File: src/sv/hrt_pkg.sv
// shared types and codes for the http request header tokenizer
// no dependencies; used by the parser, the top level and the checker
package hrt_pkg;

    localparam int MAX_FIELDS_DEF = 32;

    localparam int DATA_W  = 8;
    localparam int CLASS_W = 3;
    localparam int INDEX_W = 5;
    localparam int PHASE_W = 4;

    // special characters
    localparam logic [DATA_W-1:0] CH_LF    = 8'h0A;
    localparam logic [DATA_W-1:0] CH_CR    = 8'h0D;
    localparam logic [DATA_W-1:0] CH_SP    = 8'h20;
    localparam logic [DATA_W-1:0] CH_COLON = 8'h3A;

    // byte classes
    localparam logic [CLASS_W-1:0] CL_METHOD  = 3'd0;
    localparam logic [CLASS_W-1:0] CL_URI     = 3'd1;
    localparam logic [CLASS_W-1:0] CL_VERSION = 3'd2;
    localparam logic [CLASS_W-1:0] CL_KEY     = 3'd3;
    localparam logic [CLASS_W-1:0] CL_VALUE   = 3'd4;
    localparam logic [CLASS_W-1:0] CL_DELIM   = 3'd5;
    localparam logic [CLASS_W-1:0] CL_BODY    = 3'd6;

    // parser phases
    localparam logic [PHASE_W-1:0] PH_METHOD_S = 4'd0;
    localparam logic [PHASE_W-1:0] PH_METHOD   = 4'd1;
    localparam logic [PHASE_W-1:0] PH_URI_S    = 4'd2;
    localparam logic [PHASE_W-1:0] PH_URI      = 4'd3;
    localparam logic [PHASE_W-1:0] PH_VER_S    = 4'd4;
    localparam logic [PHASE_W-1:0] PH_VER      = 4'd5;
    localparam logic [PHASE_W-1:0] PH_RL_LF    = 4'd6;
    localparam logic [PHASE_W-1:0] PH_LINE_S   = 4'd7;
    localparam logic [PHASE_W-1:0] PH_KEY      = 4'd8;
    localparam logic [PHASE_W-1:0] PH_VAL_SP   = 4'd9;
    localparam logic [PHASE_W-1:0] PH_VAL_S    = 4'd10;
    localparam logic [PHASE_W-1:0] PH_VAL      = 4'd11;
    localparam logic [PHASE_W-1:0] PH_VAL_LF   = 4'd12;
    localparam logic [PHASE_W-1:0] PH_END_LF   = 4'd13;
    localparam logic [PHASE_W-1:0] PH_BODY_S   = 4'd14;
    localparam logic [PHASE_W-1:0] PH_BODY     = 4'd15;

    // one tagged byte
    typedef struct packed {
        logic [CLASS_W-1:0] byte_class;
        logic               token_start;
        logic [INDEX_W-1:0] field_index;
        logic               header_done;
        logic               field_overflow;
        logic               malformed;
    } result_t;

endpackage

File: src/sv/http_request_header_tokenizer.sv
// an accepted beat is held in the input register, then parsed and moved into the result
// register, which presents it; a held beat waits while the result register is stalled
// one byte per cycle while the result side is not stalled, set by the phase update
// between the input register and the result register
// reset: synchronous, active low; clears both valid flags, the parse phase, the field
// count and the sticky flags; payload registers are not reset
// depends on hrt_pkg and hrt_parser
module http_request_header_tokenizer #(
    parameter int MAX_FIELDS = hrt_pkg::MAX_FIELDS_DEF
) (
    input  logic                        aclk,
    input  logic                        aresetn,
    // input beats
    input  logic                        s_valid,
    output logic                        s_ready,
    input  logic [hrt_pkg::DATA_W-1:0]  s_data_byte,
    input  logic                        s_first_byte,
    // result beats
    output logic                        m_valid,
    input  logic                        m_ready,
    output logic [hrt_pkg::CLASS_W-1:0] m_byte_class,
    output logic                        m_token_start,
    output logic [hrt_pkg::INDEX_W-1:0] m_field_index,
    output logic                        m_header_done,
    output logic                        m_field_overflow,
    output logic                        m_malformed
);

    // input register stage
    logic                       in_valid_reg, in_valid_next;
    logic [hrt_pkg::DATA_W-1:0] in_data_reg;
    logic                       in_first_reg;

    // result register stage
    logic             out_valid_reg, out_valid_next;
    hrt_pkg::result_t out_res_reg;
    hrt_pkg::result_t step_res;

    logic out_free;   // result register can take a beat this cycle
    logic step;       // held byte is parsed and moves into the result register
    logic s_take;

    assign out_free = !out_valid_reg || m_ready;
    assign step     = in_valid_reg && out_free;
    // input side keeps flowing while the result register drains
    assign s_ready  = !in_valid_reg || step;
    assign s_take   = s_valid && s_ready;

    always_comb begin
        in_valid_next = in_valid_reg;
        if (s_take) begin
            in_valid_next = 1'b1;
        end else if (step) begin
            in_valid_next = 1'b0;
        end

        out_valid_next = out_valid_reg;
        if (step) begin
            out_valid_next = 1'b1;
        end else if (m_ready) begin
            out_valid_next = 1'b0;
        end
    end

    always_ff @(posedge aclk) begin
        if (!aresetn) begin
            in_valid_reg  <= 1'b0;
            out_valid_reg <= 1'b0;
        end else begin
            in_valid_reg  <= in_valid_next;
            out_valid_reg <= out_valid_next;
        end
    end

    // payload registers, no reset needed
    always_ff @(posedge aclk) begin
        if (s_take) begin
            in_data_reg  <= s_data_byte;
            in_first_reg <= s_first_byte;
        end
        if (step) begin
            out_res_reg <= step_res;
        end
    end

    // phase machine: classifies the held byte and advances only on step
    hrt_parser #(
        .MAX_FIELDS (MAX_FIELDS)
    ) u_parser (
        .aclk       (aclk),
        .aresetn    (aresetn),
        .step       (step),
        .data_byte  (in_data_reg),
        .first_byte (in_first_reg),
        .result     (step_res)
    );

    assign m_valid          = out_valid_reg;
    assign m_byte_class     = out_res_reg.byte_class;
    assign m_token_start    = out_res_reg.token_start;
    assign m_field_index    = out_res_reg.field_index;
    assign m_header_done    = out_res_reg.header_done;
    assign m_field_overflow = out_res_reg.field_overflow;
    assign m_malformed      = out_res_reg.malformed;

endmodule

File: src/sv/hrt_parser.sv
// phase machine, field counter and sticky flags of the tokenizer
// depends on hrt_pkg
module hrt_parser #(
    parameter int MAX_FIELDS = hrt_pkg::MAX_FIELDS_DEF
) (
    input  logic                       aclk,
    input  logic                       aresetn,
    input  logic                       step,
    input  logic [hrt_pkg::DATA_W-1:0] data_byte,
    input  logic                       first_byte,
    output hrt_pkg::result_t           result
);

    localparam int CNT_W = $clog2(MAX_FIELDS + 1);
    localparam int EXT_W = (CNT_W > hrt_pkg::INDEX_W) ? CNT_W : hrt_pkg::INDEX_W;

    logic [hrt_pkg::PHASE_W-1:0] phase_reg, phase_next;
    logic [CNT_W-1:0]            cnt_reg, cnt_next;
    logic                        ovf_reg, ovf_next;
    logic                        mal_reg, mal_next;

    logic [hrt_pkg::PHASE_W-1:0] ph;
    logic [CNT_W-1:0]            cnt_base;
    logic                        ovf_base;
    logic                        start_fld;
    logic [hrt_pkg::CLASS_W-1:0] cls;
    logic                        tstart;
    logic                        done;
    logic [EXT_W-1:0]            cnt_ext;
    logic [EXT_W-1:0]            idx_ext;

    always_comb begin
        // a new request clears everything before the byte is parsed
        ph        = first_byte ? hrt_pkg::PH_METHOD_S : phase_reg;
        cnt_base  = first_byte ? '0 : cnt_reg;
        ovf_base  = first_byte ? 1'b0 : ovf_reg;
        mal_next  = first_byte ? 1'b0 : mal_reg;
        cls       = hrt_pkg::CL_DELIM;
        tstart    = 1'b0;
        done      = 1'b0;
        start_fld = 1'b0;

        // cr not followed by lf
        if ((ph inside {hrt_pkg::PH_RL_LF, hrt_pkg::PH_VAL_LF, hrt_pkg::PH_END_LF}) &&
            data_byte != hrt_pkg::CH_LF) begin
            mal_next = 1'b1;
            ph       = hrt_pkg::PH_LINE_S;
        end

        phase_next = ph;
        case (ph)
            hrt_pkg::PH_METHOD_S, hrt_pkg::PH_METHOD: begin
                if (data_byte == hrt_pkg::CH_SP) begin
                    phase_next = hrt_pkg::PH_URI_S;
                end else if (data_byte == hrt_pkg::CH_CR) begin
                    phase_next = hrt_pkg::PH_RL_LF;
                end else begin
                    cls        = hrt_pkg::CL_METHOD;
                    tstart     = (ph == hrt_pkg::PH_METHOD_S);
                    phase_next = hrt_pkg::PH_METHOD;
                end
            end
            hrt_pkg::PH_URI_S, hrt_pkg::PH_URI: begin
                if (data_byte == hrt_pkg::CH_SP) begin
                    phase_next = hrt_pkg::PH_VER_S;
                end else if (data_byte == hrt_pkg::CH_CR) begin
                    phase_next = hrt_pkg::PH_RL_LF;
                end else begin
                    cls        = hrt_pkg::CL_URI;
                    tstart     = (ph == hrt_pkg::PH_URI_S);
                    phase_next = hrt_pkg::PH_URI;
                end
            end
            hrt_pkg::PH_VER_S, hrt_pkg::PH_VER: begin
                if (data_byte == hrt_pkg::CH_SP) begin
                    phase_next = hrt_pkg::PH_VER_S;
                end else if (data_byte == hrt_pkg::CH_CR) begin
                    phase_next = hrt_pkg::PH_RL_LF;
                end else begin
                    cls        = hrt_pkg::CL_VERSION;
                    tstart     = (ph == hrt_pkg::PH_VER_S);
                    phase_next = hrt_pkg::PH_VER;
                end
            end
            hrt_pkg::PH_RL_LF, hrt_pkg::PH_VAL_LF: begin
                phase_next = hrt_pkg::PH_LINE_S;
            end
            hrt_pkg::PH_END_LF: begin
                done       = 1'b1;
                phase_next = hrt_pkg::PH_BODY_S;
            end
            hrt_pkg::PH_LINE_S: begin
                if (data_byte == hrt_pkg::CH_CR) begin
                    phase_next = hrt_pkg::PH_END_LF;
                end else if (data_byte == hrt_pkg::CH_COLON) begin
                    start_fld  = 1'b1;
                    phase_next = hrt_pkg::PH_VAL_SP;
                end else begin
                    start_fld  = 1'b1;
                    cls        = hrt_pkg::CL_KEY;
                    tstart     = 1'b1;
                    phase_next = hrt_pkg::PH_KEY;
                end
            end
            hrt_pkg::PH_KEY: begin
                if (data_byte == hrt_pkg::CH_COLON) begin
                    phase_next = hrt_pkg::PH_VAL_SP;
                end else if (data_byte == hrt_pkg::CH_CR) begin
                    mal_next   = 1'b1;
                    phase_next = hrt_pkg::PH_VAL_LF;
                end else begin
                    cls = hrt_pkg::CL_KEY;
                end
            end
            hrt_pkg::PH_VAL_SP, hrt_pkg::PH_VAL_S, hrt_pkg::PH_VAL: begin
                if (data_byte == hrt_pkg::CH_CR) begin
                    phase_next = hrt_pkg::PH_VAL_LF;
                end else if (data_byte == hrt_pkg::CH_SP && ph == hrt_pkg::PH_VAL_SP) begin
                    phase_next = hrt_pkg::PH_VAL_S;
                end else begin
                    cls        = hrt_pkg::CL_VALUE;
                    tstart     = (ph != hrt_pkg::PH_VAL);
                    phase_next = hrt_pkg::PH_VAL;
                end
            end
            default: begin
                cls        = hrt_pkg::CL_BODY;
                tstart     = (ph == hrt_pkg::PH_BODY_S);
                phase_next = hrt_pkg::PH_BODY;
            end
        endcase

        // saturating field count
        cnt_next = cnt_base;
        ovf_next = ovf_base;
        if (start_fld) begin
            if (cnt_base < CNT_W'(MAX_FIELDS)) begin
                cnt_next = cnt_base + CNT_W'(1);
            end else begin
                ovf_next = 1'b1;
            end
        end

        cnt_ext = EXT_W'(cnt_next);
        idx_ext = (cnt_ext == '0) ? '0 : cnt_ext - EXT_W'(1);

        result.byte_class     = cls;
        result.token_start    = tstart;
        result.field_index    = idx_ext[hrt_pkg::INDEX_W-1:0];
        result.header_done    = done;
        result.field_overflow = ovf_next;
        result.malformed      = mal_next;
    end

    always_ff @(posedge aclk) begin
        if (!aresetn) begin
            phase_reg <= hrt_pkg::PH_METHOD_S;
            cnt_reg   <= '0;
            ovf_reg   <= 1'b0;
            mal_reg   <= 1'b0;
        end else if (step) begin
            phase_reg <= phase_next;
            cnt_reg   <= cnt_next;
            ovf_reg   <= ovf_next;
            mal_reg   <= mal_next;
        end
    end

endmodule

File: config.mk
export PLATFORM = sky130hd
export DESIGN_NAME = http_request_header_tokenizer
export DESIGN_NICKNAME = d
export VERILOG_FILES = /design/src/sv/hrt_pkg.sv /design/src/sv/http_request_header_tokenizer.sv /design/src/sv/hrt_parser.sv
export SDC_FILE = /design/constraint.sdc
export NUM_CORES = 1
export LEC_CHECK = 0
export BUFFER_PORTS_ARGS = -buffer_cell sky130_fd_sc_hd__buf_2
export CORE_MARGIN = 4
export CORE_UTILIZATION = 45
export CTS_CLUSTER_SIZE = 14
export DETAILED_ROUTE_END_ITERATION = 8
export GPL_ROUTABILITY_DRIVEN = 0
export SLEW_MARGIN = 20
export SYNTH_ARGS = -nofsm -noshare
export SYNTH_HDL_FRONTEND = slang
export SYNTH_SLANG_ARGS = --single-unit
export TNS_END_PERCENT = 30
File: constraint.sdc
create_clock -name aclk -period 6.2 [get_ports aclk]
set_input_delay 1.86 -clock aclk [delete_from_list [all_inputs] [get_ports aclk]]
set_output_delay 1.86 -clock aclk [all_outputs]
set_load 0.05 [all_outputs]
### Word level (Yosys, flattened, before mapping)

Cells that the tools add are included.

* register bits after elaboration: 35
* input bits: 13
* output and inout port bits: 14
* word-level logic and storage cells: 116

* $add $sub $neg: 2
* order comparisons: 1
* eq/ne operators: 22
* muxes and demuxes: 57
* reduce and logical (&&, ||, !) cells: 20

Operator list (number)
* two-way mux 3 bit: 13
* equality test 4 bit, second input constant: 9
* two-way mux 4 bit: 9
* one-hot mux 4 bit (8 select lines): 1
* two-way mux 1 bit: 28
* one-hot mux 3 bit (7 select lines): 1
* equality test 4 x 3 -> 1 bit, second input constant: 5
* two-way mux 6 bit: 3
* equality test 8 x 6 -> 1 bit, second input constant: 2
* equality test 4 x 2 -> 1 bit, second input constant: 2
* equality test 8 x 4 -> 1 bit, second input constant: 1
* inequality test 8 x 4 -> 1 bit, second input constant: 1
* OR reduction 2 bit: 4
* adder 6 x 1 -> 6 bit, second input constant: 1
* logical NOT 6 bit: 1
* < comparator 6 bit, second input constant: 1
* one-hot mux 1 bit (6 select lines): 1
* OR reduction 3 bit: 2
* subtractor 5 x 1 -> 5 bit, second input constant: 1
* equality test 4 x 1 -> 1 bit, second input constant: 1
* logical AND 1 bit: 4
* logical NOT 4 bit: 1
* inequality test 4 bit, second input constant: 1
* nonzero test 2 bit: 2
* other kinds (5): 7

### Logic depth before layout (Yosys ltp)

Gate-level depths: netlist of the first run.

* depth after elaboration: 10
* mapped depth: 11

### Cells and area by module

A second synthesis of the first run with hierarchy kept.

* cells, all modules: 244
* area, all modules: 2242.2 sq um

Modules (own cells, without submodules)
* hrt_parser: times used 1, cells an instance 214, area each 1507.7 sq um, sequential area each 240.2 sq um
* http_request_header_tokenizer: times used 1, cells an instance 30, area each 734.5 sq um, sequential area each 670.6 sq um

### Worst setup path after synthesis of the first run

Ideal clock, no wire load.

* kind: input to output
* from: input m_ready
* to: output s_ready
* arrival time: 2.364 ns
* path slack: 1.976 ns
* stages on the path: 2
* cell sequence: nor2b_1 -> nand2_1

* word-level cells in the longest chain between the ends: 3

Ends and longest elaborated chain
* start, declared: RTL line http_request_header_tokenizer.sv:20 `input logic m_ready,`
* logical OR 1 bit: RTL line http_request_header_tokenizer.sv:43 `assign out_free = !out_valid_reg || m_ready;`
* logical AND 1 bit: RTL line http_request_header_tokenizer.sv:44 `assign step = in_valid_reg && out_free;`
* logical OR 1 bit: RTL line http_request_header_tokenizer.sv:46 `assign s_ready = !in_valid_reg || step;`
* end, declared: RTL line http_request_header_tokenizer.sv:15 `output logic s_ready,`

No other way between the ends.

### Final worst setup path of the first run

Ends and elaborated chain as after synthesis.

==> run summary, run 1 <==
outcome = completed
CTS resizes = 0
MaxCap Viol Count = 0
hold path startpoint = u_parser.ovf_reg
FP Rows = 24
Final Hold Viols = 0
IO Pins = 27
number of synthesized flops with an enable pin = 21
period utilization = 69.68%
clock skew = 0.01204 ns
most common cell in the synthesized netlist = nand2_1
reg2reg end = m_field_index[3]
register area share after synthesis = 42.80%
WP data arrival = 2.46 ns
worst-case reg-to-reg path depth = 9
Hold Path Class = flip-flop to flip-flop
first-pass GRT wire length = 7997 µm
RSZ-0062 raised after global routing = false
Final Non-Filler Cells = 310
setup repair bufs after CTS = 0
Worst slew margin = 41.14%
area delta synth->final = 10.76%
placed inst area = 2277 µm²
CTS buffer count = 5
Critical Path RT = 4.34 ns
r2r setup slk = 3.12 ns
leakage = 0.8613 nW
Synth top area share = 29.63%
Startpoint Class = input pin
setup TNS = 0 ns
Max Clock Freq = 231.5 MHz
Final Max Slew Viols = 0
Hold Path End = u_parser.ovf_reg
Net count, final = 273
GRT overflow = 0
Total GRT Usage = 16.72%
Final Setup Violations = 0
overall power consumption = 0.4901 mW
reg2reg start = in_first_reg
Worst VDD drop = 0.1299 mV
Primary FF master, synth = edfxtp_1
drt wl/cell = 15.23 µm
power per standard cell area = 207.9 nW/µm²
share of cells above drive strength 1 = 17.83%
drt drc = 0
area of the multi-input gates = 1130 µm²
critical path endpoint category = primary output
post-route cell area = 2357 µm²
final wirelength = 4720 µm
clock insertion delay at the later pin of the skew report = 0.30 ns
CP Class = input pin to primary output
Sequential cell area = 910.9 µm²
die area = 5894 µm²
die width = 76.77 µm
number of port buffers = 26
placed cell count = 302
crit path max fanout = 4
via/cell ratio = 5.903
max reg flops = 8
CTS tree = yes
fillcell total = 408
commonest cells in the netlist = nand2_1, edfxtp_1, nor2_1
detailed placement HPWL = 3321 µm
Hold Buf Count CTS = 0
Worst Tran Pin Value = 0.8819 ns
die height = 76.77 µm
Mapped Cells = 237
ranking of synthesized cells by area = edfxtp_1, dfxtp_1, nand2_1
Clock transition at path regs = 0.07 ns
crit path time final = 4.320 ns
maximum number of pins on one net before global-route repair = 24
clk sinks = 35
Initial DRC Count = 165
initial core utilization = 47.57%
vias = 1,830
Core Footprint = 4474 µm²
Yosys reg bits = 35
worst-case clock buffer depth = 2
Synth async-reset ratio = 0%
Ys Warns = 0
largest area contributor in the netlist = edfxtp_1
CTS H-tree depth = 2
Syn Nets = 253
initial antenna violation count = 0
hold path depth = 2
Initial DRT Pass Iterations = 4
Synth cell types = 53
Post-Syn Area per Cell = 8.980 µm²
Post-Syn Area = 2128 µm²
number of global-route vias before repair = 1,649
root buffer cell = clkbuf_8
ANT nets after route = 0
Inserted Diodes = 0
[critical path, cell delays in order]
cell and delay (ns):
buf_2 0.10, nor2b_1 0.20, nand2_1 0.09, buf_2 0.21
[cell type report]
type / instances / share of cell area (%)
Clock buffer: 6 / 3.079
Clock inverter: 2 / 0.3185
Inverter: 9 / 1.433
Multi-Input combinational cell: 179 / 47.93
Sequential cell: 35 / 38.64
Tap cell: 52 / 2.760
Timing Repair Buffer: 27 / 5.839
[where the power goes]
group / total, mW / switching (mW) / leakage, nW / internal (mW)
clock: 0.161 / 0.0839 / 0.0403 / 0.0767
combinational: 0.0598 / 0.0400 / 0.508 / 0.0198
sequential: 0.270 / 0.0127 / 0.313 / 0.257
total: 0.490 / 0.137 / 0.861 / 0.354
[routing by layer]
| metal | track usage, % | routed length (µm) |
|---|---|---|
| met5 | 0 | 0 |
| met3 | 4.215 | 429 |
| met2 | 23.61 | 1987 |
| met1 | 23.86 | 2204 |
| met4 | 7.428 | 99 |
[cell families (layout without fill, tap and decap cells)]
kind of cell / count (synthesis) / in the layout / synth area share (%)
AND/OR/NAND/NOR: 104 / 104 / 26.40
AO/OA/AOI/OAI: 61 / 61 / 20.11
flip-flops: 35 / 35 / 42.80
buffers and inverters: 23 / 44 / 4.115
XOR/XNOR: 6 / 6 / 2.469
multiplexers: 5 / 5 / 2.352
adder cells (fa/ha/maj): 3 / 3 / 1.764
[stage by stage]
step	setup slack, ns	hold slack [ns]	util, %
finish	1.880	0.4879	52.68
global route	1.816	0.5376	52.68
CTS	1.868	0.4957	52.68
detailed placement	1.871	0.4791	50.89
global placement	1.898	0.4577	50.89
floorplan	1.976	0.4489	-
[worst max-delay path by stage]
stage          slack (ns)  cells after the start  startpoint      end
2_1_floorplan        1.98                      2     m_ready  s_ready
6_report             1.88                      4     m_ready  s_ready
5_1_grt              1.82                      4     m_ready  s_ready
4_1_cts              1.87                      4     m_ready  s_ready
3_5_place_dp         1.87                      4     m_ready  s_ready
3_3_place_gp         1.90                      4     m_ready  s_ready
[placed cells by master, fill, tap and decap left out, types with 5 or more instances in the layout]
cell type | Yosys | routed
nand2_1 | 26 | 26
buf_2 | 1 | 26
nor2_1 | 21 | 21
edfxtp_1 | 21 | 21
o21ai_0 | 14 | 14
dfxtp_1 | 14 | 14
a21oi_1 | 13 | 13
nor2b_1 | 10 | 10
nor3_1 | 10 | 10
inv_1 | 9 | 9
nand2b_1 | 5 | 5
xnor2_1 | 5 | 5
nand3_1 | 5 | 5
mux2i_1 | 5 | 5
a31oi_1 | 5 | 5
clkbuf_8 | 0 | 5
(Power assumes the default switching activity.)
==> inputs of run 2 (changes only) <==
--- a/config.mk
+++ b/config.mk
@@ -5,12 +5,14 @@
 export SDC_FILE = /design/constraint.sdc
 export NUM_CORES = 1
 export LEC_CHECK = 0
+export ABC_AREA = 1
 export BUFFER_PORTS_ARGS = -buffer_cell sky130_fd_sc_hd__buf_2
 export CORE_MARGIN = 4
 export CORE_UTILIZATION = 45
 export CTS_CLUSTER_SIZE = 14
 export DETAILED_ROUTE_END_ITERATION = 8
 export GPL_ROUTABILITY_DRIVEN = 0
+export PLACE_DENSITY = 0.67
 export SLEW_MARGIN = 20
 export SYNTH_ARGS = -nofsm -noshare
 export SYNTH_HDL_FRONTEND = slang
==> constraint.sdc (replaced) <==
create_clock -name aclk -period 3.5 [get_ports aclk]
set_input_delay 1.05 -clock aclk [delete_from_list [all_inputs] [get_ports aclk]]
set_output_delay 1.05 -clock aclk [all_outputs]
set_load 0.05 [all_outputs]
==> run summary, run 2 <==
outcome = completed
most common cell in the synthesized netlist = nand2_1
ANT nets after route = 0 (unchanged)
die height = 77.24 µm (+0.61%)
RSZ-0062 raised after global routing = false
Primary FF master, synth = edfxtp_1
share of cells above drive strength 1 = 18.33% (+0.50 points)
register area share after synthesis = 42.23% (-0.57 points)
commonest cells in the netlist = nand2_1, inv_1, nor2_1
Clock transition at path regs = 0.07 ns (about the same)
crit-path cells = nor2_8, nand2_2, nor2_4, nand2_4, nand2_4, nand2_4, nor2_8, nand3_1, nand2_2, ha_1, inv_1, nor2_1, nand3_2, o21ai_1, inv_1
drt wl/cell = 13.23 µm (-13%)
Ys Warns = 0 (unchanged)
number of global-route vias before repair = 1,822 (+10%)
most common cell after layout, fill and taps aside = nand2_1
Inserted Diodes = 0 (unchanged)
MaxCap Viol Count = 0 (unchanged)
CTS buffer count = 5 (unchanged)
Core Footprint = 4504 µm² (+0.67%)
leakage = 1.215 nW (+41%)
Yosys reg bits = 35 (unchanged)
Initial DRC Count = 219 (+33%)
Max Clock Freq = 382.3 MHz
ranking of synthesized cells by area = edfxtp_1, dfxtp_1, nand2_1
initial antenna violation count = 0 (unchanged)
Hold Buf Count CTS = 0 (unchanged)
Worst slew margin = 68.15% (+27 points)
die area = 5965 µm² (+1.2%)
Net count, final = 326 (+19%)
final core occ = 53.81% (+1.1 points)
period utilization = 74.74%
Critical Path RT = 3.55 ns (-0.79 ns)
post-route cell area = 2424 µm² (+2.8%)
final wirelength = 4802 µm (+1.7%)
number of synthesized flops with an enable pin = 21 (unchanged)
number of port buffers = 26 (unchanged)
die width = 77.24 µm (+0.61%)
Post-Syn Area per Cell = 7.731 µm² (-14%)
CP most frequent cell = nand2_4
Hold Path End = m_valid
WP data arrival = 2.66 ns (+0.20 ns)
via/cell ratio = 5.292 (-10%)
Worst Tran Pin Value = 0.4777 ns (-0.4042 ns)
reg2reg start = in_first_reg
worst-case clock buffer depth = 2 (unchanged)
worst-case reg-to-reg path depth = 15 (+6)
Final Non-Filler Cells = 363 (+17%)
crit path time final = 2.616 ns
Synth cell types = 34 (-36%)
placed cell count = 355 (+18%)
FP Rows = 24 (unchanged)
clock skew = 0.002671 ns (-0.009364 ns)
CP max stage cell = edfxtp_1
slowest stage delay, CP = 0.59 ns (+0.38 ns)
clk sinks = 35 (unchanged)
CTS H-tree depth = 2 (unchanged)
largest area contributor in the netlist = edfxtp_1
max reg flops = 8 (unchanged)
reg2reg end = m_field_index[2]
drt drc = 0 (unchanged)
Worst VDD drop = 0.2150 mV (+65%)
CTS tree = yes
hold path depth = 2 (unchanged)
Startpoint Class = flip-flop
area delta synth->final = 12.35%
first-pass GRT wire length = 8128 µm (+1.6%)
Initial DRT Pass Iterations = 5 (+1)
root buffer cell = clkbuf_8
Syn Nets = 295 (+17%)
maximum number of pins on one net before global-route repair = 21 (-13%)
hold path startpoint = m_valid
setup repair bufs after CTS = 0 (unchanged)
placed inst area = 2340 µm² (+2.7%)
clock insertion delay at the later pin of the skew report = 0.29 ns (about the same)
CP Class = flip-flop to flip-flop
most frequent cells in the layout = nand2_1, inv_1, nor2_1
Hold Path Class = flip-flop to flip-flop
setup TNS = 0 ns (unchanged)
vias = 1,921 (+5.0%)
critical path endpoint category = flip-flop
Final Setup Violations = 0 (unchanged)
overall power consumption = 0.9278 mW (+89%)
power per standard cell area = 382.8 nW/µm² (+84%)
Synth top area share = 29.23% (-0.40 points)
Final Max Slew Viols = 0 (unchanged)
Post-Syn Area = 2157 µm² (+1.4%)
crit path max fanout = 10 (+6)
initial core utilization = 47.89% (+0.32 points)
GRT overflow = 0 (unchanged)
Mapped Cells = 279 (+18%)
r2r setup slk = 0.88 ns (-2.24 ns)
Total GRT Usage = 16.91% (+0.19 points)
detailed placement HPWL = 3617 µm (+8.9%)
IO Pins = 27 (unchanged)
CTS resizes = 0 (unchanged)
Synth async-reset ratio = 0% (unchanged)
Final Hold Viols = 0 (unchanged)
-- run 2: cell types whose count changed after synthesis, moves of 6 or more --
| cell | delta |
|---|---|
| inv_1 | +41 |
| nand4_1 | +6 |
| nor2_1 | +13 |
| nor2b_1 | -10 |
| clkbuf_1 | -12 |
| nand2_1 | +28 |
| nand3_1 | +10 |
-- run 2: cell families (layout without fill, tap and decap cells) --
logic type,Yosys count,in the layout,synth area share [%]
and+or+nand+nor,133,133,31.38
DFF,35,35,42.23
AOI/OAI and AO/OA,44,44,12.06
adders and majority gates,3,3,1.740
xor gates and xnor gates,4,4,1.624
buffers and inverters,60,92,10.96
-- run 2: layout make-up --
cell class / count / area, µm²
Clock buffer: 5 / 68.82
Clock inverter: 3 / 15.01
Fill cell: 436 / 2081
Inverter: 57 / 216.5
Multi-Input combinational cell: 184 / 1010
Sequential cell: 35 / 910.9
Tap cell: 52 / 65.06
Timing Repair Buffer: 27 / 137.6
-- run 2: worst max-delay path by stage --
stage | from | endpoint | cells after the start
4_1_cts | in_first_reg | m_field_index[2] | 15
3_5_place_dp | in_first_reg | m_field_index[2] | 15
6_report | in_first_reg | m_field_index[2] | 15
5_1_grt | in_first_reg | m_field_index[2] | 15
3_3_place_gp | m_ready | s_ready | 4
2_1_floorplan | m_ready | s_ready | 2
-- run 2: stage by stage --
stage | worst slack, ns | hold WS (ns)
2_1_floorplan | 0.9397 | 0.4679
3_3_place_gp | 0.9169 | 0.5004
3_5_place_dp | 0.8971 | 0.5088
4_1_cts | 0.8767 | 0.5241
5_1_grt | 0.6105 | 0.5558
6_report | 0.8840 | 0.5169
-- run 2: power breakdown --
part	internal, mW	switching, mW	total, mW
registers	0.467	0.0159	0.483
logic	0.0467	0.118	0.164
clock network	0.135	0.146	0.280
-- run 2: critical path, delay by kind of cell, from the launching register on --
kind                       cells  cell delay [ns]
DFF                            1             0.59
adders and majority gates      1             0.16
and+or+nand+nor               11             1.43
buffers and inverters          2             0.09
AOI/OAI and AO/OA              1             0.10
-- run 2: per-layer routing --
metal	wire length (µm)	track usage [%]
met5	0	0
met4	106	6.762
met3	356	4.333
met2	2052	25.99
met1	2287	22.60
==> inputs of run 3 (changes only) <==
--- a/config.mk
+++ b/config.mk
@@ -5,14 +5,13 @@
 export SDC_FILE = /design/constraint.sdc
 export NUM_CORES = 1
 export LEC_CHECK = 0
-export ABC_AREA = 1
+export ABC_AREA = 0
 export BUFFER_PORTS_ARGS = -buffer_cell sky130_fd_sc_hd__buf_2
 export CORE_MARGIN = 4
 export CORE_UTILIZATION = 45
 export CTS_CLUSTER_SIZE = 14
 export DETAILED_ROUTE_END_ITERATION = 8
 export GPL_ROUTABILITY_DRIVEN = 0
-export PLACE_DENSITY = 0.67
 export SLEW_MARGIN = 20
 export SYNTH_ARGS = -nofsm -noshare
 export SYNTH_HDL_FRONTEND = slang
==> constraint.sdc (replaced) <==
create_clock -name aclk -period 2.7 [get_ports aclk]
set_input_delay 0.81 -clock aclk [delete_from_list [all_inputs] [get_ports aclk]]
set_output_delay 0.81 -clock aclk [all_outputs]
set_load 0.05 [all_outputs]
==> run summary, run 3 (synthesis gave the netlist of run 1 again) <==
outcome = completed
via/cell ratio = 5.863 (+11%)
placed inst area = 2457 µm² (+5.0%)
leakage = 0.9840 nW (-19%)
post-route cell area = 2582 µm² (+6.6%)
clock skew = 0.008768 ns (+0.006097 ns)
die height = 76.77 µm (-0.60%)
Clock transition at path regs = 0.07 ns (about the same)
first-pass GRT wire length = 8549 µm (+5.2%)
vias = 1,964 (+2.2%)
GRT overflow = 0 (unchanged)
crit path time final = 2.590 ns (-0.02610 ns)
Total GRT Usage = 18.20% (+1.3 points)
area of the multi-input gates = 1162 µm² (+15%)
Sequential cell area = 910.9 µm² (unchanged)
Initial DRC Count = 276 (+26%)
CTS tree = yes
crit-path cells = or4_4, o211a_4, and3_4, xnor2_2, ha_2, nand2_2, a41o_1, or4b_1, nand2_1
most frequent cells in the layout = buf_2, buf_4, nand2_1
Worst VDD drop = 0.3302 mV (+54%)
CP max stage cell = or4_4
area delta synth->final = 21.34%
die width = 76.77 µm (-0.60%)
drt drc = 0 (unchanged)
setup TNS = 0 ns (unchanged)
slowest stage delay, CP = 0.57 ns (-0.02 ns)
Final Max Slew Viols = 0 (unchanged)
period utilization = 95.92% (+21 points)
Worst Tran Pin Value = 0.4552 ns (-0.02249 ns)
CTS buffer count = 5 (unchanged)
number of port buffers = 26 (unchanged)
maximum number of pins on one net before global-route repair = 23 (+9.5%)
Critical Path RT = 2.86 ns (-0.69 ns)
fillcell total = 406 (-6.9%)
die area = 5894 µm² (-1.2%)
clk sinks = 35 (unchanged)
Net count, final = 298 (-8.6%)
share of cells above drive strength 1 = 27.92% (+9.6 points)
drt wl/cell = 15.44 µm (+17%)
final wirelength = 5171 µm (+7.7%)
detailed placement HPWL = 3737 µm (+3.3%)
critical path endpoint category = flip-flop
Initial DRT Pass Iterations = 4 (-1)
Startpoint Class = flip-flop
Worst slew margin = 68.78% (+0.63 points)
MaxCap Viol Count = 0 (unchanged)
Max Clock Freq = 386.1 MHz (+1.0%)
root buffer cell = clkbuf_8
FP Rows = 24 (unchanged)
Inserted Diodes = 0 (unchanged)
Core Footprint = 4474 µm² (-0.67%)
WP data arrival = 2.75 ns (+0.09 ns)
Final Hold Viols = 0 (unchanged)
number of global-route vias before repair = 1,733 (-4.9%)
Hold Path Class = flip-flop to flip-flop
clock insertion delay at the later pin of the skew report = 0.29 ns (about the same)
CP Class = flip-flop to flip-flop
final core occ = 57.72% (+3.9 points)
power per standard cell area = 447.9 nW/µm² (+17%)
initial core utilization = 47.57% (-0.32 points)
initial antenna violation count = 0 (unchanged)
ANT nets after route = 0 (unchanged)
crit path max fanout = 4 (-6)
IO Pins = 27 (unchanged)
Final Setup Violations = 0 (unchanged)
CTS H-tree depth = 2 (unchanged)
worst-case clock buffer depth = 2 (unchanged)
max reg flops = 8 (unchanged)
-- run 3: final timing paths --
kind | startpoint | to | slack, ns | depth (start not counted)
setup / recovery | in_data_reg[6] | m_field_index[4] | 0.11 | 9
setup reg to reg | in_data_reg[6] | m_field_index[4] | 0.11 | 9
hold reg to reg | u_parser.cnt_reg[4] | u_parser.cnt_reg[4] | 0.48 | 2
hold / removal | u_parser.cnt_reg[4] | u_parser.cnt_reg[4] | 0.48 | 2
-- run 3: per-stage QoR --
stage | std cells | setup WS, ns | total power [mW] | hold slack (ns)
6_report | 335 | 0.1101 | 1.157 | 0.4820
5_1_grt | 335 | -0.003460 | 1.213 | 0.5150
4_1_cts | 333 | 0.01449 | 1.167 | 0.4848
3_5_place_dp | 325 | -0.01773 | 0.7884 | 0.4746
3_3_place_gp | 325 | 0.05343 | 0.7878 | 0.4742
2_1_floorplan | 237 | 0.0004983 | 0.7312 | 0.4489
-- run 3: cell type report --
cell class | count | area share, %
well taps | 52 | 2.519
clock inverters | 2 | 0.4845
inverters | 9 | 1.308
multi-input cells | 179 | 45.01
repair buffers | 52 | 12.60
flip-flops and latches | 35 | 35.27
clock buffers | 6 | 2.810
-- run 3: power breakdown --
group | total [mW] | internal [mW] | switching [mW]
registers | 0.601 | 0.590 | 0.0111
clock network | 0.377 | 0.180 | 0.196
logic | 0.179 | 0.0630 | 0.116
-- run 3: layer usage --
metal / GRT usage [%] / wire length, µm
met1: 26.23 / 2438
met2: 26.39 / 2289
met3: 4.450 / 365
met4: 6.341 / 77
met5: 0 / 0
-- run 3: repair_timing --
action | in CTS | in global routing
buffers inserted | 0 | 2
pin swaps | 0 | 4
hold buffers | 0 | 0
endpoints found under the setup margin | 4 | 5
gates resized for setup | 1 | 5
-- run 3: critical path: cells and delay by family (launching register included) --
family | cells | cell delay [ns]
and+or+nand+nor | 5 | 1.32
adders and majority gates | 1 | 0.18
DFF | 1 | 0.39
AOI/OAI and AO/OA | 2 | 0.42
xor gates and xnor gates | 1 | 0.14
